File: config.mk
export PLATFORM = sky130hd
export DESIGN_NAME = servo_slew_ramp_controller_flat
export DESIGN_NICKNAME = d
export VERILOG_FILES = /design/src/rtl/ssrc_pkg.sv /design/src/rtl/ssrc_stream_if.sv /design/src/rtl/ssrc_regs.sv /design/src/rtl/servo_slew_ramp_controller.sv /design/src/flat_wrapper.sv
export VERILOG_INCLUDE_DIRS = /design/src /design/src/rtl
export SDC_FILE = /design/constraint.sdc
export NUM_CORES = 1
export LEC_CHECK = 0
export BUFFER_PORTS_ARGS = -buffer_cell sky130_fd_sc_hd__buf_2
export CAP_MARGIN = 15
export CORE_ASPECT_RATIO = 0.8
export CORE_MARGIN = 10
export CORE_UTILIZATION = 35
export CTS_BUF_LIST = sky130_fd_sc_hd__clkbuf_4
export CTS_CLUSTER_DIAMETER = 150
export DETAILED_ROUTE_END_ITERATION = 8
export GPL_TIMING_DRIVEN = 0
export SETUP_SLACK_MARGIN = 0.3
export SYNTH_ARGS = -nofsm -noshare
export SYNTH_HDL_FRONTEND = slang
export SYNTH_SLANG_ARGS = --single-unit
File: constraint.sdc
create_clock -name clk_i -period 9.75 [get_ports clk_i]
set_clock_uncertainty 0.2 [all_clocks]
set_input_delay 0.975 -clock clk_i [delete_from_list [all_inputs] [get_ports clk_i]]
set_output_delay 0.975 -clock clk_i [all_outputs]
set_load 0.01 [all_outputs]
File: src/rtl/assert_macros.svh
// ---------------------------------------------------------------------------
// Assertion macros
// Clocked property checks that compile away when NO_ASSERTIONS is defined.
// ---------------------------------------------------------------------------
`ifndef ASSERT_MACROS_SVH
`define ASSERT_MACROS_SVH

`ifndef NO_ASSERTIONS

// Property checked at every rising edge, masked while reset is active.
`define SSRC_ASSERT(name, clk, rst_n, prop, msg) \
  name: assert property (@(posedge clk) disable iff (!rst_n) prop) else $error(msg);

// Property checked at every rising edge, reset included.
`define SSRC_ASSERT_ALWAYS(name, clk, prop, msg) \
  name: assert property (@(posedge clk) prop) else $error(msg);

`else

`define SSRC_ASSERT(name, clk, rst_n, prop, msg)
`define SSRC_ASSERT_ALWAYS(name, clk, prop, msg)

`endif

`endif

File: src/rtl/ssrc_pkg.sv
// ---------------------------------------------------------------------------
// ssrc_pkg
// Widths, constants, codes and types shared by the servo ramp controller.
// ---------------------------------------------------------------------------
`timescale 1ns / 1ps
`default_nettype none

package ssrc_pkg;

  localparam int unsigned FUNC_W  = 2;
  localparam int unsigned ANGLE_W = 8;
  localparam int unsigned TIME_W  = 32;
  localparam int unsigned DDEG_W  = 11;
  localparam int unsigned PULSE_W = 12;
  localparam int unsigned INTV_W  = 16;
  localparam int unsigned APB_DW  = 32;
  localparam int unsigned APB_AW  = 4;

  localparam logic [DDEG_W-1:0]  FULL_DDEG   = 11'd1800;
  localparam logic [DDEG_W-1:0]  CENTER_DDEG = 11'd900;
  localparam logic [ANGLE_W-1:0] MAX_DEG     = 8'd180;

  // Fixed-point reciprocals, 16 fraction bits, rounded up; exact over 0..1800.
  localparam int unsigned RECIP_SHIFT = 16;
  localparam int unsigned PULSE_RW    = 17;
  localparam int unsigned DEG_RW      = 13;
  localparam logic [PULSE_RW-1:0] PULSE_RECIP = 17'd72818;  // 2000/1800
  localparam logic [DEG_RW-1:0]   DEG_RECIP   = 13'd6554;   // 1/10

  // Register reset values
  localparam logic [DDEG_W-1:0] MIN_PULSE_RST = 11'd500;
  localparam logic [INTV_W-1:0] INTERVAL_RST  = 16'd20;
  localparam logic [DDEG_W-1:0] STEP_SIZE_RST = 11'd10;

  typedef enum logic [FUNC_W-1:0] {
    FUNC_TICK = 2'd0,
    FUNC_SET  = 2'd1,
    FUNC_MOVE = 2'd2
  } func_e;

  typedef enum logic [1:0] {
    REG_MIN_PULSE     = 2'd0,
    REG_STEP_INTERVAL = 2'd1,
    REG_STEP_SIZE     = 2'd2
  } reg_idx_e;

  typedef struct packed {
    logic [DDEG_W-1:0] min_pulse_us;
    logic [INTV_W-1:0] step_interval_ms;
    logic [DDEG_W-1:0] step_size_ddeg;
  } cfg_t;

  // Clamp to 180 degrees, then scale to tenths.
  function automatic logic [DDEG_W-1:0] angle_to_ddeg(input logic [ANGLE_W-1:0] a);
    logic [DDEG_W-1:0] d;
    d = {{(DDEG_W-ANGLE_W){1'b0}}, ((a > MAX_DEG) ? MAX_DEG : a)};
    return (d << 3) + (d << 1);
  endfunction

endpackage

`default_nettype wire

File: src/rtl/ssrc_stream_if.sv
// ---------------------------------------------------------------------------
// ssrc stream interfaces
// Valid/ready channels for command items and result items.
// ---------------------------------------------------------------------------
`timescale 1ns / 1ps
`default_nettype none

interface ssrc_in_if import ssrc_pkg::*; ();
  logic               valid;
  logic               ready;
  logic [FUNC_W-1:0]  func;
  logic [ANGLE_W-1:0] angle_deg;
  logic [TIME_W-1:0]  now_ms;

  modport source (output valid, func, angle_deg, now_ms, input ready);
  modport sink   (input valid, func, angle_deg, now_ms, output ready);
endinterface

interface ssrc_out_if import ssrc_pkg::*; ();
  logic               valid;
  logic               ready;
  logic [PULSE_W-1:0] pulse_us;
  logic [DDEG_W-1:0]  position_ddeg;
  logic [ANGLE_W-1:0] position_deg;
  logic               done_res;

  modport source (output valid, pulse_us, position_ddeg, position_deg, done_res,
                  input ready);
  modport sink   (input valid, pulse_us, position_ddeg, position_deg, done_res,
                  output ready);
endinterface

`default_nettype wire

File: src/rtl/ssrc_regs.sv
// ---------------------------------------------------------------------------
// ssrc_regs
// APB configuration registers: min pulse, step interval, step size.
// ---------------------------------------------------------------------------
`timescale 1ns / 1ps
`default_nettype none

module ssrc_regs import ssrc_pkg::*; (
  input  wire logic              clk_i,
  input  wire logic              rst_ni,
  input  wire logic              psel,
  input  wire logic              penable,
  input  wire logic              pwrite,
  input  wire logic [APB_AW-1:0] paddr,
  input  wire logic [APB_DW-1:0] pwdata,
  output logic      [APB_DW-1:0] prdata,
  output logic                   pready,
  output cfg_t                   cfg_o
);

  cfg_t     cfg_q;
  cfg_t     cfg_d;
  reg_idx_e idx;
  logic     wr_en;

  assign pready = 1'b1;
  assign idx    = reg_idx_e'(paddr[3:2]);
  assign wr_en  = psel && penable && pwrite && pready;

  always_comb begin
    cfg_d = cfg_q;
    if (wr_en) begin
      unique case (idx)
        REG_MIN_PULSE:     cfg_d.min_pulse_us     = pwdata[DDEG_W-1:0];
        REG_STEP_INTERVAL: cfg_d.step_interval_ms = pwdata[INTV_W-1:0];
        REG_STEP_SIZE:     cfg_d.step_size_ddeg   = pwdata[DDEG_W-1:0];
        default: ;  // unmapped: ignored
      endcase
    end
  end

  always_comb begin
    unique case (idx)
      REG_MIN_PULSE:     prdata = {{(APB_DW-DDEG_W){1'b0}}, cfg_q.min_pulse_us};
      REG_STEP_INTERVAL: prdata = {{(APB_DW-INTV_W){1'b0}}, cfg_q.step_interval_ms};
      REG_STEP_SIZE:     prdata = {{(APB_DW-DDEG_W){1'b0}}, cfg_q.step_size_ddeg};
      default:           prdata = '0;
    endcase
  end

  always_ff @(posedge clk_i or negedge rst_ni) begin
    if (!rst_ni) begin
      cfg_q.min_pulse_us     <= MIN_PULSE_RST;
      cfg_q.step_interval_ms <= INTERVAL_RST;
      cfg_q.step_size_ddeg   <= STEP_SIZE_RST;
    end else begin
      cfg_q <= cfg_d;
    end
  end

  assign cfg_o = cfg_q;

endmodule

`default_nettype wire

File: src/rtl/servo_slew_ramp_controller.sv
// ---------------------------------------------------------------------------
// servo_slew_ramp_controller
// Servo position keeper with slew-limited ramp and PWM compare output.
// ---------------------------------------------------------------------------
// Usage:
//  - in_i carries command items: func (tick / direct set / ramped move),
//    angle_deg and the millisecond timestamp now_ms.
//  - out_o returns exactly one result item per command: pulse compare value,
//    position in tenths and whole degrees, and the done flag.
//  - APB port writes min_pulse_us (0x0), step_interval_ms (0x4) and
//    step_size_ddeg (0x8); write only while no item is in flight.
// Timing:
//  - Three registered stages: input register, state update (position,
//    target, last step time, moving), output scaling (two constant
//    multiplies). An accepted item passes through them in that order.
//  - Throughput is 1 item per cycle unless out_o stalls; the state loop sets it.
// Reset: position and target return to 900 (90 deg), no move armed, step
//   timestamp zero, registers to 500 us / 20 ms / 10 ddeg. Pipeline empties.
// Stall: when out_o.ready is low the finished item stays on out_o; items
//   keep being taken until every stage holds one, then in_i.ready drops.
// ---------------------------------------------------------------------------
`timescale 1ns / 1ps
`default_nettype none

`include "assert_macros.svh"

module servo_slew_ramp_controller import ssrc_pkg::*; (
  input  wire logic              clk_i,
  input  wire logic              rst_ni,
  ssrc_in_if.sink                in_i,
  ssrc_out_if.source             out_o,
  input  wire logic              psel,
  input  wire logic              penable,
  input  wire logic              pwrite,
  input  wire logic [APB_AW-1:0] paddr,
  input  wire logic [APB_DW-1:0] pwdata,
  output logic      [APB_DW-1:0] prdata,
  output logic                   pready
);

  localparam int unsigned PULSE_PW = DDEG_W + PULSE_RW;
  localparam int unsigned DEG_PW   = DDEG_W + DEG_RW;

  cfg_t cfg;

  ssrc_regs u_regs (
    .clk_i   (clk_i),
    .rst_ni  (rst_ni),
    .psel    (psel),
    .penable (penable),
    .pwrite  (pwrite),
    .paddr   (paddr),
    .pwdata  (pwdata),
    .prdata  (prdata),
    .pready  (pready),
    .cfg_o   (cfg)
  );

  // ---- stage advance: a stage moves when its successor is free or moving
  logic out_move, mid_move, in_move;

  logic               in_v_q;
  logic [FUNC_W-1:0]  in_func_q;
  logic [ANGLE_W-1:0] in_angle_q;
  logic [TIME_W-1:0]  in_now_q;

  logic               mid_v_q;
  logic [DDEG_W-1:0]  mid_pos_q;
  logic               mid_done_q;

  logic               out_v_q;
  logic [PULSE_W-1:0] out_pulse_q;
  logic [DDEG_W-1:0]  out_pos_q;
  logic [ANGLE_W-1:0] out_deg_q;
  logic               out_done_q;

  assign out_move  = !out_v_q || out_o.ready;
  assign mid_move  = !mid_v_q || out_move;
  assign in_move   = !in_v_q || mid_move;
  assign in_i.ready = in_move;

  // ---- input register
  always_ff @(posedge clk_i or negedge rst_ni) begin
    if (!rst_ni) begin
      in_v_q <= 1'b0;
    end else if (in_move) begin
      in_v_q <= in_i.valid;
    end
  end

  always_ff @(posedge clk_i) begin
    if (in_move && in_i.valid) begin
      in_func_q  <= in_i.func;
      in_angle_q <= in_i.angle_deg;
      in_now_q   <= in_i.now_ms;
    end
  end

  // ---- servo state
  logic [DDEG_W-1:0] position_q, position_d;
  logic [DDEG_W-1:0] target_q, target_d;
  logic [TIME_W-1:0] last_q, last_d;
  logic              moving_q, moving_d;
  logic              step_en;

  assign step_en = in_v_q && mid_move;

  logic [DDEG_W-1:0] ang_ddeg;
  logic [TIME_W-1:0] elapsed;
  logic              due;
  logic [DDEG_W:0]   up_sum;
  logic [DDEG_W-1:0] up_pos, dn_diff, dn_pos, tick_pos;
  func_e             func;

  assign func     = func_e'(in_func_q);
  assign ang_ddeg = angle_to_ddeg(in_angle_q);
  assign elapsed  = in_now_q - last_q;  // wraps with the ms counter
  assign due      = moving_q &&
                    (elapsed >= {{(TIME_W-INTV_W){1'b0}}, cfg.step_interval_ms});

  // Up: never pass the target. Down: land on zero when the step underflows.
  assign up_sum  = {1'b0, position_q} + {1'b0, cfg.step_size_ddeg};
  assign up_pos  = (up_sum > {1'b0, target_q}) ? target_q : up_sum[DDEG_W-1:0];
  assign dn_diff = position_q - cfg.step_size_ddeg;
  assign dn_pos  = (position_q < cfg.step_size_ddeg) ? '0 :
                   ((dn_diff < target_q) ? target_q : dn_diff);

  always_comb begin
    priority if (position_q < target_q) begin
      tick_pos = up_pos;
    end else if (position_q > target_q) begin
      tick_pos = dn_pos;
    end else begin
      tick_pos = position_q;
    end
  end

  always_comb begin
    position_d = position_q;
    target_d   = target_q;
    last_d     = last_q;
    moving_d   = moving_q;
    unique case (func)
      FUNC_TICK: begin
        if (due) begin
          last_d     = in_now_q;
          position_d = tick_pos;
          moving_d   = (tick_pos != target_q);
        end
      end
      FUNC_SET: begin
        position_d = ang_ddeg;  // armed move keeps going from here
      end
      FUNC_MOVE: begin
        if (ang_ddeg != position_q) begin
          target_d = ang_ddeg;
          moving_d = 1'b1;
          last_d   = in_now_q;
        end
      end
      default: ;  // unused code: report state only
    endcase
  end

  always_ff @(posedge clk_i or negedge rst_ni) begin
    if (!rst_ni) begin
      position_q <= CENTER_DDEG;
      target_q   <= CENTER_DDEG;
      last_q     <= '0;
      moving_q   <= 1'b0;
    end else if (step_en) begin
      position_q <= position_d;
      target_q   <= target_d;
      last_q     <= last_d;
      moving_q   <= moving_d;
    end
  end

  // ---- middle stage: snapshot of the updated state
  always_ff @(posedge clk_i or negedge rst_ni) begin
    if (!rst_ni) begin
      mid_v_q <= 1'b0;
    end else if (mid_move) begin
      mid_v_q <= in_v_q;
    end
  end

  always_ff @(posedge clk_i) begin
    if (step_en) begin
      mid_pos_q  <= position_d;
      mid_done_q <= !moving_d;
    end
  end

  // ---- output stage: pulse = min + pos*2000/1800, deg = pos/10
  logic [PULSE_PW-1:0] pulse_prod;
  logic [DEG_PW-1:0]   deg_prod;
  logic [PULSE_W-1:0]  pulse_val;

  assign pulse_prod = PULSE_PW'(mid_pos_q) * PULSE_PW'(PULSE_RECIP);
  assign deg_prod   = DEG_PW'(mid_pos_q) * DEG_PW'(DEG_RECIP);
  assign pulse_val  = PULSE_W'(cfg.min_pulse_us) +
                      pulse_prod[RECIP_SHIFT +: PULSE_W];

  always_ff @(posedge clk_i or negedge rst_ni) begin
    if (!rst_ni) begin
      out_v_q <= 1'b0;
    end else if (out_move) begin
      out_v_q <= mid_v_q;
    end
  end

  always_ff @(posedge clk_i) begin
    if (out_move && mid_v_q) begin
      out_pulse_q <= pulse_val;
      out_pos_q   <= mid_pos_q;
      out_deg_q   <= deg_prod[RECIP_SHIFT +: ANGLE_W];
      out_done_q  <= mid_done_q;
    end
  end

  assign out_o.valid         = out_v_q;
  assign out_o.pulse_us      = out_pulse_q;
  assign out_o.position_ddeg = out_pos_q;
  assign out_o.position_deg  = out_deg_q;
  assign out_o.done_res      = out_done_q;

  // ---- checks
  `SSRC_ASSERT(a_pos_range, clk_i, rst_ni, (position_q <= FULL_DDEG), "position above 1800")
  `SSRC_ASSERT(a_move_ends_on_target, clk_i, rst_ni, ($fell(moving_q) |-> (position_q == target_q)), "move ended off target")
  `SSRC_ASSERT(a_mid_hold, clk_i, rst_ni, ((mid_v_q && !out_move) |=> (mid_v_q && $stable(mid_pos_q) && $stable(mid_done_q))), "middle stage lost while stalled")
  `SSRC_ASSERT(a_accept_loads, clk_i, rst_ni, ((in_i.valid && in_move) |=> in_v_q), "accepted item not registered")

endmodule

`default_nettype wire

File: src/flat_wrapper.sv
// flat-port wrapper written by rule: the top's interface ports become plain ports
module servo_slew_ramp_controller_flat import ssrc_pkg::*;
  (clk_i, rst_ni, psel, penable, pwrite, paddr, pwdata, prdata, pready, in_i_valid, in_i_func, in_i_angle_deg, in_i_now_ms, in_i_ready, out_o_valid, out_o_pulse_us, out_o_position_ddeg, out_o_position_deg, out_o_done_res, out_o_ready);
  ssrc_in_if in_i_i ();
  ssrc_out_if out_o_i ();
  input  wire logic clk_i;
  input  wire logic rst_ni;
  input  wire logic psel;
  input  wire logic penable;
  input  wire logic pwrite;
  input  wire logic [APB_AW-1:0] paddr;
  input  wire logic [APB_DW-1:0] pwdata;
  output logic      [APB_DW-1:0] prdata;
  output logic pready;
  input wire logic [$bits(in_i_i.valid)-1:0] in_i_valid;
  input wire logic [$bits(in_i_i.func)-1:0] in_i_func;
  input wire logic [$bits(in_i_i.angle_deg)-1:0] in_i_angle_deg;
  input wire logic [$bits(in_i_i.now_ms)-1:0] in_i_now_ms;
  output wire logic [$bits(in_i_i.ready)-1:0] in_i_ready;
  output wire logic [$bits(out_o_i.valid)-1:0] out_o_valid;
  output wire logic [$bits(out_o_i.pulse_us)-1:0] out_o_pulse_us;
  output wire logic [$bits(out_o_i.position_ddeg)-1:0] out_o_position_ddeg;
  output wire logic [$bits(out_o_i.position_deg)-1:0] out_o_position_deg;
  output wire logic [$bits(out_o_i.done_res)-1:0] out_o_done_res;
  input wire logic [$bits(out_o_i.ready)-1:0] out_o_ready;
  assign in_i_i.valid = in_i_valid;
  assign in_i_i.func = in_i_func;
  assign in_i_i.angle_deg = in_i_angle_deg;
  assign in_i_i.now_ms = in_i_now_ms;
  assign in_i_ready = in_i_i.ready;
  assign out_o_valid = out_o_i.valid;
  assign out_o_pulse_us = out_o_i.pulse_us;
  assign out_o_position_ddeg = out_o_i.position_ddeg;
  assign out_o_position_deg = out_o_i.position_deg;
  assign out_o_done_res = out_o_i.done_res;
  assign out_o_i.ready = out_o_ready;
  servo_slew_ramp_controller u_core (.clk_i(clk_i), .rst_ni(rst_ni), .in_i(in_i_i), .out_o(out_o_i), .psel(psel), .penable(penable), .pwrite(pwrite), .paddr(paddr), .pwdata(pwdata), .prdata(prdata), .pready(pready));
endmodule
==> flow_summary.yaml, run 1 <==
status:
  status: "finished, final reports clean"
cts:
  path_clk_slew_ns: 0.20
  tritoncts: "done"
  cts_sinks: 181
  cts_root_buffer: "clkbuf_4"
  cts_hold_buf: 0
  cts_buffers: 17
  worstSkewPairLatency_ns: 0.69
  htreeDepth: 4
  cts_buffer_depth: 2
  ctsResizeCount: 0
  cts_setup_buffers: 0
sta:
  min_period_ns: 8.20
  min_period_over_period_pct: 84.1
  setup_viol: 0
  relSlewSlack_pct: 28.3
  rsz0062_at_grt: "no"
  fin_tns_setup_ns: 0
  clock.fmax_mhz: 122
  finalHoldWorstSlack_ns: 0.121
  finalHoldViolations: 0
  slew_viol_final: 0
  worstMarginPinSlew_ns: 1.07
  setup_slack_ns: 1.55
critical_path:
  start_kind: "flop"
  regToRegSetupSlack_ns: 1.55
  crit_arrival_ns: 8.43
  r2r_end: "u_core.out_o.pulse_us[11]"
  critPathMaxFanout: 10
  r2r-start: "u_core.mid_pos_q[5]"
  crit_type: "reg2reg"
  reg2reg_depth: 24
  cp-end-kind: "flop"
  required_ns: 9.98
synthesis:
  ys.flop_type: "edfxtp_1"
  syn_inst: 1725
  synth_cell_type_count: 89
  async_flop_share_pct: 52.5
  synth_area_per_cell_um2: 9.80
  synth_area_leaders: "ha_1 18%, edfxtp_1 15%, dfrtp_1 11%"
  yosysWarningCount: 0
  yosysTopAreaCell: "ha_1"
  syn-cell-area_um2: 16900
  synth_edf_count: 86
  ys_seq_area_share_pct: 29.5
  synth_top_area_share_pct: 18.1
  synth-seq-cells: 181
global_routing:
  grt_use_total_pct: 16.8
  overflow: 0
  grt_pass1_vias: 13300
  grt_pass1_wl_mm: 76.6
  grt_max_degree: 57
  grt_antenna_before_repair: 8
floorplanning:
  fp.dieH_um: 217
  rows: 71
  dieArea_um2: 57600
  core_um2: 47300
  initial_core_util_pct: 35.7
  fp.dieW_um: 266
  ioPinCount: 152
layout:
  nNetsFinal: 2278
  fillers: 4675
  layout_commonest_cell: "ha_1"
  instances_no_fill: 2515
  drive_gt1_share_pct: 15.2
  syn2layout_area_growth_pct: 10.8
  layout_common_cells: "244 x ha_1, 202 x inv_1, 125 x buf_2"
placement:
  gp_congestion: 0.950
  hpwlAfterDp_mm: 40.2
  placed_cells: 2478
  portBuffers: 115
  dp_slack_ns: 1.71
route:
  vias: 13500
  dr.pass1.iters: 9
  wl_per_cell_um: 19.4
  drc: 0
  antenna_left: 0
  first_iter_violations: 1135
  postRouteWirelength_mm: 48.7
  vias_per_cell: 5.37
flow_run:
  drv_cap: 0
worst_hold_path:
  hold_class: "in2async"
==> layer usage <==
layer / vias up / track usage (%) / share of wire (%)
met2: 438 / 24.6 / 42
met3: 39 / 4.90 / 8.2
met4: 6 / 2.72 / 0.96
li1: 6411 / - / -
met5: - / 0 / 0.070
met1: 6599 / 24.4 / 49
==> worst max-delay path: stages, from the launching register on <==
cell	delay (ns)
edfxtp_1	0.68
fa_1	0.65
ha_1	0.25
fa_1	0.51
inv_1	0.06
fa_1	0.53
inv_1	0.06
fa_1	0.46
ha_1	0.34
a21o_1	0.19
a2111oi_0	0.64
nor2b_1	0.21
o21ai_0	0.15
a2111oi_0	0.61
o31ai_1	0.26
o41ai_1	0.56
nor2b_1	0.14
o21a_1	0.22
nor2_1	0.17
ha_1	0.25
a21oi_1	0.13
o21ai_0	0.18
a21o_1	0.23
a21oi_1	0.18
xnor2_1	0.09
==> worst max-delay path by stage <==
stage	startpoint	end	slack, ns	cells past startpoint
detailed placement	u_core.mid_pos_q[7]	u_core.out_o.pulse_us[11]	1.71	24
global placement	u_core.mid_pos_q[5]	u_core.out_o.pulse_us[11]	1.73	24
CTS	u_core.mid_pos_q[5]	u_core.out_o.pulse_us[11]	1.61	24
finish	u_core.mid_pos_q[5]	u_core.out_o.pulse_us[11]	1.55	24
floorplan	u_core.mid_pos_q[5]	u_core.out_o.pulse_us[11]	2.81	24
global route	u_core.mid_pos_q[5]	u_core.out_o.pulse_us[11]	0.91	24
==> cells in the mapped netlist, types with 7 or more instances <==
library cell,n
mux2_4,30
or3_1,12
nor3_1,18
a21o_1,33
mux2_2,34
inv_1,202
edfxtp_1,86
dfrtp_1,77
dfstp_2,18
o31ai_1,13
o21bai_1,11
o21a_1,22
a211oi_1,9
nand2b_1,22
nand2_1,107
mux2i_1,20
and2_1,17
a21oi_1,115
or2_2,7
xnor2_1,49
buf_2,11
nand3_1,41
a31oi_1,15
clkbuf_1,29
xor2_1,30
nor2_1,82
o21ai_0,90
nor2b_1,27
a22oi_1,8
buf_4,18
ha_1,244
nand4_1,12
o211ai_1,13
fa_1,72
==> state kept, by name (all words and copies together) (netlist names), 2 cells and up <==
register                    count
u_core.u_regs.cfg_o            38
u_core.in_now_q                32
u_core.last_q                  32
u_core.out_o.pulse_us          12
u_core.mid_pos_q               11
u_core.out_o.position_ddeg     11
u_core.position_q              11
u_core.target_q                10
u_core.in_angle_q               8
u_core.out_o.position_deg       8
u_core.func                     2
==> cells by family after synthesis <==
| group | after synthesis | synth area share (%) |
|---|---|---|
| AOI/OAI and AO/OA | 420 | 16.2 |
| and+or+nand+nor | 374 | 10.9 |
| adders and majority gates | 316 | 26.6 |
| buffers and inverters | 269 | 6.59 |
| DFF | 181 | 29.5 |
| muxes | 84 | 6.11 |
| xor gates and xnor gates | 79 | 4.09 |
| other | 2 | 0.0444 |
==> final cells by class <==
cell class / instances / area (um^2) / area share [%]
Clock buffer: 17 / 128 / 0.681
Antenna cell: 5 / 12.5 / 0.0668
Inverter: 203 / 762 / 4.07
Multi-Input combinational cell: 1290 / 10900 / 58.0
Timing Repair Buffer: 118 / 646 / 3.45
Clock inverter: 15 / 204 / 1.09
Sequential cell: 181 / 4980 / 26.6
Tap cell: 620 / 776 / 4.14
Buffer: 66 / 353 / 1.88
==> stage by stage <==
stage | util, % | area, um^2
floorplan | - | 17000
global placement | 38.7 | 18300
detailed placement | 38.8 | 18400
CTS | 39.5 | 18700
global route | 39.5 | 18700
finish | 39.6 | 18700
Power of run 1 is not shown: default switching activity piles up to over one toggle a cycle in this logic, so the estimate is an artifact.
==> run 2, diff against run 1 <==
==> constraint.sdc (replaced) <==
create_clock -name clk_i -period 7.3 [get_ports clk_i]
set_clock_uncertainty 0.2 [all_clocks]
set_input_delay 0.73 -clock clk_i [delete_from_list [all_inputs] [get_ports clk_i]]
set_output_delay 0.73 -clock clk_i [all_outputs]
set_load 0.01 [all_outputs]
==> run 2 against run 1 <==
Compared with the run above:
- register-to-register slack got worse by 1.2 ns
- critical path depth increased by 3
- die area unchanged
- critical endpoint is now u_core.out_o.pulse_us[10]
==> flow_summary.yaml, run 2 (synthesized netlist as in run 1, its figures left out) <==
sta:
  finalHoldViolations: 0
  relSlewSlack_pct: 28.2
  finalHoldWorstSlack_ns: 0.0689
  min_period_ns: 6.90
  rsz0062_at_grt: "yes"
  clock.fmax_mhz: 145
  min_period_over_period_pct: 94.5
  worstMarginPinSlew_ns: 1.08
  slew_viol_final: 0
  setup_viol: 0
critical_path:
  start_kind: "flop"
  reg2reg_depth: 27
  required_ns: 7.53
  r2r-start: "u_core.mid_pos_q[6]"
  r2r_end: "u_core.out_o.pulse_us[10]"
  crit_end: "u_core.out_o.pulse_us[10]"
  regToRegSetupSlack_ns: 0.40
  crit_arrival_ns: 7.13
  crit_path_start: "u_core.mid_pos_q[6]"
  crit_type: "reg2reg"
  critPathMaxFanout: 4
  cp-end-kind: "flop"
route:
  postRouteWirelength_mm: 49.6
  antenna_left: 0
  vias_per_cell: 5.33
  drc: 0
  first_iter_violations: 1133
  dr.pass1.iters: 7
  vias: 13800
  wl_per_cell_um: 19.1
cts:
  cts_sinks: 181
  path_clk_slew_ns: 0.18
  htreeDepth: 4
  cts_buffer_depth: 2
  cts_buffers: 17
  cts_root_buffer: "clkbuf_4"
  worstSkewPairLatency_ns: 0.70
  tritoncts: "done"
global_routing:
  top_usage_layer: "met2"
  use_met1_pct: 24.6
  grt_max_degree: 57
  grt_use_met2_pct: 25.3
  met3_usage_pct: 5.04
  grt_use_total_pct: 17.2
  grt_pass1_vias: 13700
  overflow: 0
  grt_antenna_before_repair: 8
  grt_pass1_wl_mm: 78.1
placement:
  place_area_um2: 18400
  placed_cells: 2478
  hpwlAfterDp_mm: 40.2
  gp_congestion: 0.950
  portBuffers: 115
status:
  status: "finished, final reports clean"
layout:
  layout_common_cells: "240 x ha_1, 200 x inv_1, 125 x buf_2"
  instances_no_fill: 2596
  drive_gt1_share_pct: 17.6
  layout_commonest_cell: "ha_1"
  nNetsFinal: 2359
  largest_reg_flops: 38
  syn2layout_area_growth_pct: 16.1
  final_area_um2: 19600
  fillers: 4590
worst_hold_path:
  hold_class: "in2reg"
floorplanning:
  core_um2: 47300
  rows: 71
  fp.dieH_um: 217
  fp.dieW_um: 266
  initial_core_util_pct: 35.7
  ioPinCount: 152
  dieArea_um2: 57600
flow_run:
  drv_cap: 0
-- run 2: changes by cell type in the layout (fill, tap and decap cells not counted), moves of 2 or more --
cell           delta
a2111oi_0         -2
a2111oi_4         +2
a21oi_1           -7
a21oi_2           +7
buf_4            +31
dlygate4sd3_1    +49
ha_1              -4
ha_4              +3
inv_1             -2
inv_2             +2
nor2_1            -4
nor2_2            +4
o21ai_0           -2
-- run 2: worst min-delay path by stage --
stage / from / to / cells past startpoint
6_report: pwdata[4] / u_core.u_regs.cfg_o[15] / 3
5_1_grt: pwdata[2] / u_core.u_regs.cfg_o[13] / 3
4_1_cts: pwdata[6] / u_core.u_regs.cfg_o[17] / 3
3_5_place_dp: u_core.mid_done_q / u_core.out_o.done_res / 0
3_3_place_gp: u_core.mid_done_q / u_core.out_o.done_res / 0
2_1_floorplan: u_core.mid_done_q / u_core.out_o.done_res / 0
-- run 2: layer usage --
| metal | routed length, um | part of all wire, % |
|---|---|---|
| met3 | 4050 | 8.2 |
| met5 | 34 | 0.069 |
| met2 | 21100 | 43 |
| met1 | 23800 | 48 |
| met4 | 571 | 1.2 |
-- run 2: metrics by stage --
step | setup TNS [ns] | utilization (%) | worst slack [ns]
final | 0 | 41.5 | 0.401
after global routing | 0 | 41.5 | 0.105
after CTS | 0 | 41.0 | 0.317
after detailed placement | -2.00 | 38.8 | -0.736
after global placement | -1.90 | 38.7 | -0.721
after floorplan | 0 | - | 0.355
-- run 2: repair_timing --
action,4_1_cts,5_1_grt
hold buffers,49,0
gates resized for setup,25,9
endpoints found under the setup margin,7,5
hold endpoints to repair,97,0
pin swaps,15,28
buffers inserted,13,19
-- run 2: cell type report --
cell class / count / area [um^2] / area share, %
Multi-Input combinational cell: 1290 / 11000 / 56.2
Sequential cell: 181 / 4980 / 25.4
Timing Repair Buffer: 199 / 1390 / 7.07
Tap cell: 620 / 776 / 3.95
Inverter: 203 / 762 / 3.88
Buffer: 66 / 353 / 1.80
Clock inverter: 15 / 204 / 1.04
Clock buffer: 17 / 128 / 0.650
Antenna cell: 5 / 12.5 / 0.0637
-- run 2: critical path, cell delays in order, from the launching register on --
cell	delay, ns
edfxtp_1	0.54
buf_4	0.22
ha_4	0.26
ha_1	0.32
fa_1	0.52
inv_1	0.05
fa_1	0.48
fa_1	0.57
inv_1	0.05
ha_1	0.35
a2111oi_4	0.39
nor2b_4	0.23
o21ai_4	0.08
a2111oi_4	0.34
nor2_2	0.10
a21oi_2	0.18
buf_4	0.13
xnor2_1	0.11
ha_1	0.29
a21oi_2	0.17
o21bai_1	0.11
a21oi_2	0.16
nor2b_1	0.06
o21a_1	0.19
nor2_2	0.12
o21bai_1	0.12
a21oi_1	0.19
xnor2_1	0.10
Power of run 2 is left out for the same reason.
==> run 3, diff against run 2 <==
--- a/config.mk
+++ b/config.mk
@@ -9,7 +9,7 @@
 export BUFFER_PORTS_ARGS = -buffer_cell sky130_fd_sc_hd__buf_2
 export CAP_MARGIN = 15
 export CORE_ASPECT_RATIO = 0.8
-export CORE_MARGIN = 10
+export CORE_MARGIN = 5
 export CORE_UTILIZATION = 35
 export CTS_BUF_LIST = sky130_fd_sc_hd__clkbuf_4
 export CTS_CLUSTER_DIAMETER = 150
@@ -18,4 +18,5 @@
 export SETUP_SLACK_MARGIN = 0.3
 export SYNTH_ARGS = -nofsm -noshare
 export SYNTH_HDL_FRONTEND = slang
+export SYNTH_HIERARCHICAL = 1
 export SYNTH_SLANG_ARGS = --single-unit
==> constraint.sdc (replaced) <==
create_clock -name clk_i -period 7.1 [get_ports clk_i]
set_clock_uncertainty 0.2 [all_clocks]
set_input_delay 0.71 -clock clk_i [delete_from_list [all_inputs] [get_ports clk_i]]
set_output_delay 0.71 -clock clk_i [all_outputs]
set_load 0.01 [all_outputs]
==> run 3 against run 2 <==
Compared with the run above:
- fmax increased by 5.9%
- final cell count decreased by 2.4%
- hold slack improved by 0.021 ns
- core utilization decreased by 0.33 points
- die area decreased by 9.4%
- wire length decreased by 4.3%
- largest cell class unchanged
- setup slack improved by 0.19 ns
- non-clock buffer count decreased by 24
- critical path depth decreased by 1
==> flow_summary.yaml, run 3 <==
sta:
  min_period_over_period_pct: 91.7
  worstMarginPinSlew_ns: 0.962
  relSlewSlack_pct: 35.0
  setup_viol: 0
  clock.fmax_mhz: 154
  fin_tns_setup_ns: 0
  min_period_ns: 6.51
  slew_viol_final: 0
  rsz0062_at_grt: "no"
  finalHoldViolations: 0
synthesis:
  synth-compound-area-share_pct: 15.0
  synthSimpleGateAreaFrac_pct: 11.0
  ys_seq_area_share_pct: 29.9
  syn_inst: 1672
  yosysWarningCount: 6
  synth_area_leaders: "ha_1 18%, edfxtp_1 15%, dfrtp_1 12%"
  synth_mux_area_share_pct: 6.49
  synth_cell_type_count: 90
  yosysTopAreaCell: "ha_1"
  synth_area_per_cell_um2: 9.98
  synthMostInstantiatedCell: "ha_1"
  synth-seq-cells: 181
  synthAdderAreaFrac_pct: 26.9
  syn-cell-area_um2: 16700
  synth_top_area_share_pct: 18.3
  synthTopCellsByCount: "244 x ha_1, 209 x inv_1, 104 x nand2_1"
  synthXorXnorAreaFrac_pct: 3.99
  synth_edf_count: 86
  ys.flop_type: "edfxtp_1"
  async_flop_share_pct: 52.5
  synth_top_family_by_area: "adder cells"
cts:
  cts_sinks: 181
  cts_buffers: 17
  worstSkewPairLatency_ns: 0.65
  path_clk_slew_ns: 0.18
  tritoncts: "done"
  cts_root_buffer: "clkbuf_4"
  htreeDepth: 4
  cts_buffer_depth: 2
placement:
  hpwlAfterDp_mm: 37.7
  gp_congestion: 0.930
  portBuffers: 115
flow_run:
  drv_cap: 0
floorplanning:
  fp.dieH_um: 205
  core_um2: 47100
  dieArea_um2: 52200
  ioPinCount: 152
  rows: 71
  fp.dieW_um: 254
  initial_core_util_pct: 35.4
layout:
  largest_reg_flops: 38
  drive_gt1_share_pct: 16.9
  layout_common_cells: "235 x ha_1, 209 x inv_1, 120 x buf_2"
  seqCellArea_um2: 4980
  nNetsFinal: 2298
  fillers: 4620
  multi_input_area_um2: 10800
  syn2layout_area_growth_pct: 16.1
  postLayoutCoreUtil_pct: 41.1
  layout_commonest_cell: "ha_1"
route:
  postRouteWirelength_mm: 47.5
  dr.pass1.iters: 6
  wl_per_cell_um: 18.7
  drc: 0
  vias: 13300
  antenna_left: 0
  vias_per_cell: 5.25
  first_iter_violations: 1052
critical_path:
  crit_path_start: "u_core/mid_pos_q[7]"
  critPathMaxFanout: 4
  r2r_end: "u_core/out_o.pulse_us[10]"
  regToRegSetupSlack_ns: 0.59
  r2r-start: "u_core/mid_pos_q[7]"
  start_kind: "flop"
  required_ns: 7.31
  cp-end-kind: "flop"
  crit_type: "reg2reg"
  crit_arrival_ns: 6.72
  crit_end: "u_core/out_o.pulse_us[10]"
  reg2reg_depth: 26
status:
  status: "finished, final reports clean"
global_routing:
  grt_use_met2_pct: 28.1
  overflow: 0
  use_met1_pct: 25.7
  grt_pass1_wl_mm: 73.5
  grt_use_total_pct: 18.0
  grt_pass1_vias: 13300
  grt_max_degree: 62
  grt_antenna_before_repair: 5
  met3_usage_pct: 3.49
  top_usage_layer: "met2"
worst_hold_path:
  hold_class: "in2reg"
## run 3: stage by stage
step / setup slack, ns / hold WS [ns] / instance area (um^2) / std cells
finish: 0.586 / 0.0897 / 19400 / 2534
global route: 0.221 / 0.00721 / 19400 / 2534
CTS: 0.307 / 0.0146 / 19200 / 2522
detailed placement: -0.250 / 0.218 / 18200 / 2425
global placement: -0.200 / 0.228 / 18100 / 2422
floorplan: 0.588 / 0.200 / 16700 / 1687
## run 3: layer usage
| layer | up-vias | wire length (um) |
|---|---|---|
| li1 | 6388 | - |
| met3 | 56 | 2850 |
| met2 | 423 | 21100 |
| met5 | - | 13 |
| met4 | 2 | 966 |
| met1 | 6435 | 22500 |
## run 3: timing repair
item | in CTS | in global routing
setup buffers | 21 | 8
hold endpoints to repair | 74 | 0
gates resized for setup | 15 | 17
pin swaps | 4 | 19
setup endpoints to repair | 5 | 4
hold buffers | 44 | 0
## run 3: worst min path at each step
stage                       from                 endpoint  cells past startpoint
2_1_floorplan  u_core/mid_done_q    u_core/out_o.done_res                      0
3_3_place_gp   u_core/mid_done_q    u_core/out_o.done_res                      0
3_5_place_dp   u_core/mid_done_q    u_core/out_o.done_res                      0
4_1_cts               pwdata[13]  u_core/u_regs/cfg_o[24]                      2
5_1_grt               pwdata[13]  u_core/u_regs/cfg_o[24]                      2
6_report              pwdata[13]  u_core/u_regs/cfg_o[24]                      2
## run 3: critical path: stages (launching register included)
cell and delay, ns:
edfxtp_1 0.53, fa_1 0.64, ha_4 0.22, fa_1 0.50, inv_1 0.05, fa_1 0.55, inv_1 0.06, fa_1 0.45
ha_2 0.22, a2111oi_4 0.31, o21ai_1 0.12, a41oi_2 0.25, buf_4 0.15, o21bai_1 0.07, xnor2_1 0.14, ha_1 0.22
fa_2 0.36, a21o_1 0.18, a21oi_2 0.14, o21bai_1 0.09, a21oi_2 0.15, nor2b_1 0.06, o21a_1 0.17, nor2_2 0.11
o21bai_1 0.09, a21oi_2 0.15, xnor2_1 0.08
## run 3: final cells by class
| class | instances | area share, % |
|---|---|---|
| clock inverters | 15 | 1.09 |
| flip-flops and latches | 181 | 25.7 |
| multi-input cells | 1246 | 56.0 |
| well taps | 620 | 4.00 |
| inverters | 210 | 4.07 |
| diodes | 4 | 0.0517 |
| clock buffers | 17 | 0.659 |
| repair buffers | 191 | 6.80 |
| plain buffers | 50 | 1.61 |
## run 3: cell families (layout without fill, tap and decap cells)
group	after synthesis	in the layout
AOI/OAI and AO/OA	368	368
xor gates and xnor gates	76	76
adders and majority gates	316	316
buffers and inverters	260	483
DFF	181	181
muxes	95	95
other	2	21
and+or+nand+nor	374	374
Power of run 3 is left out for the same reason.
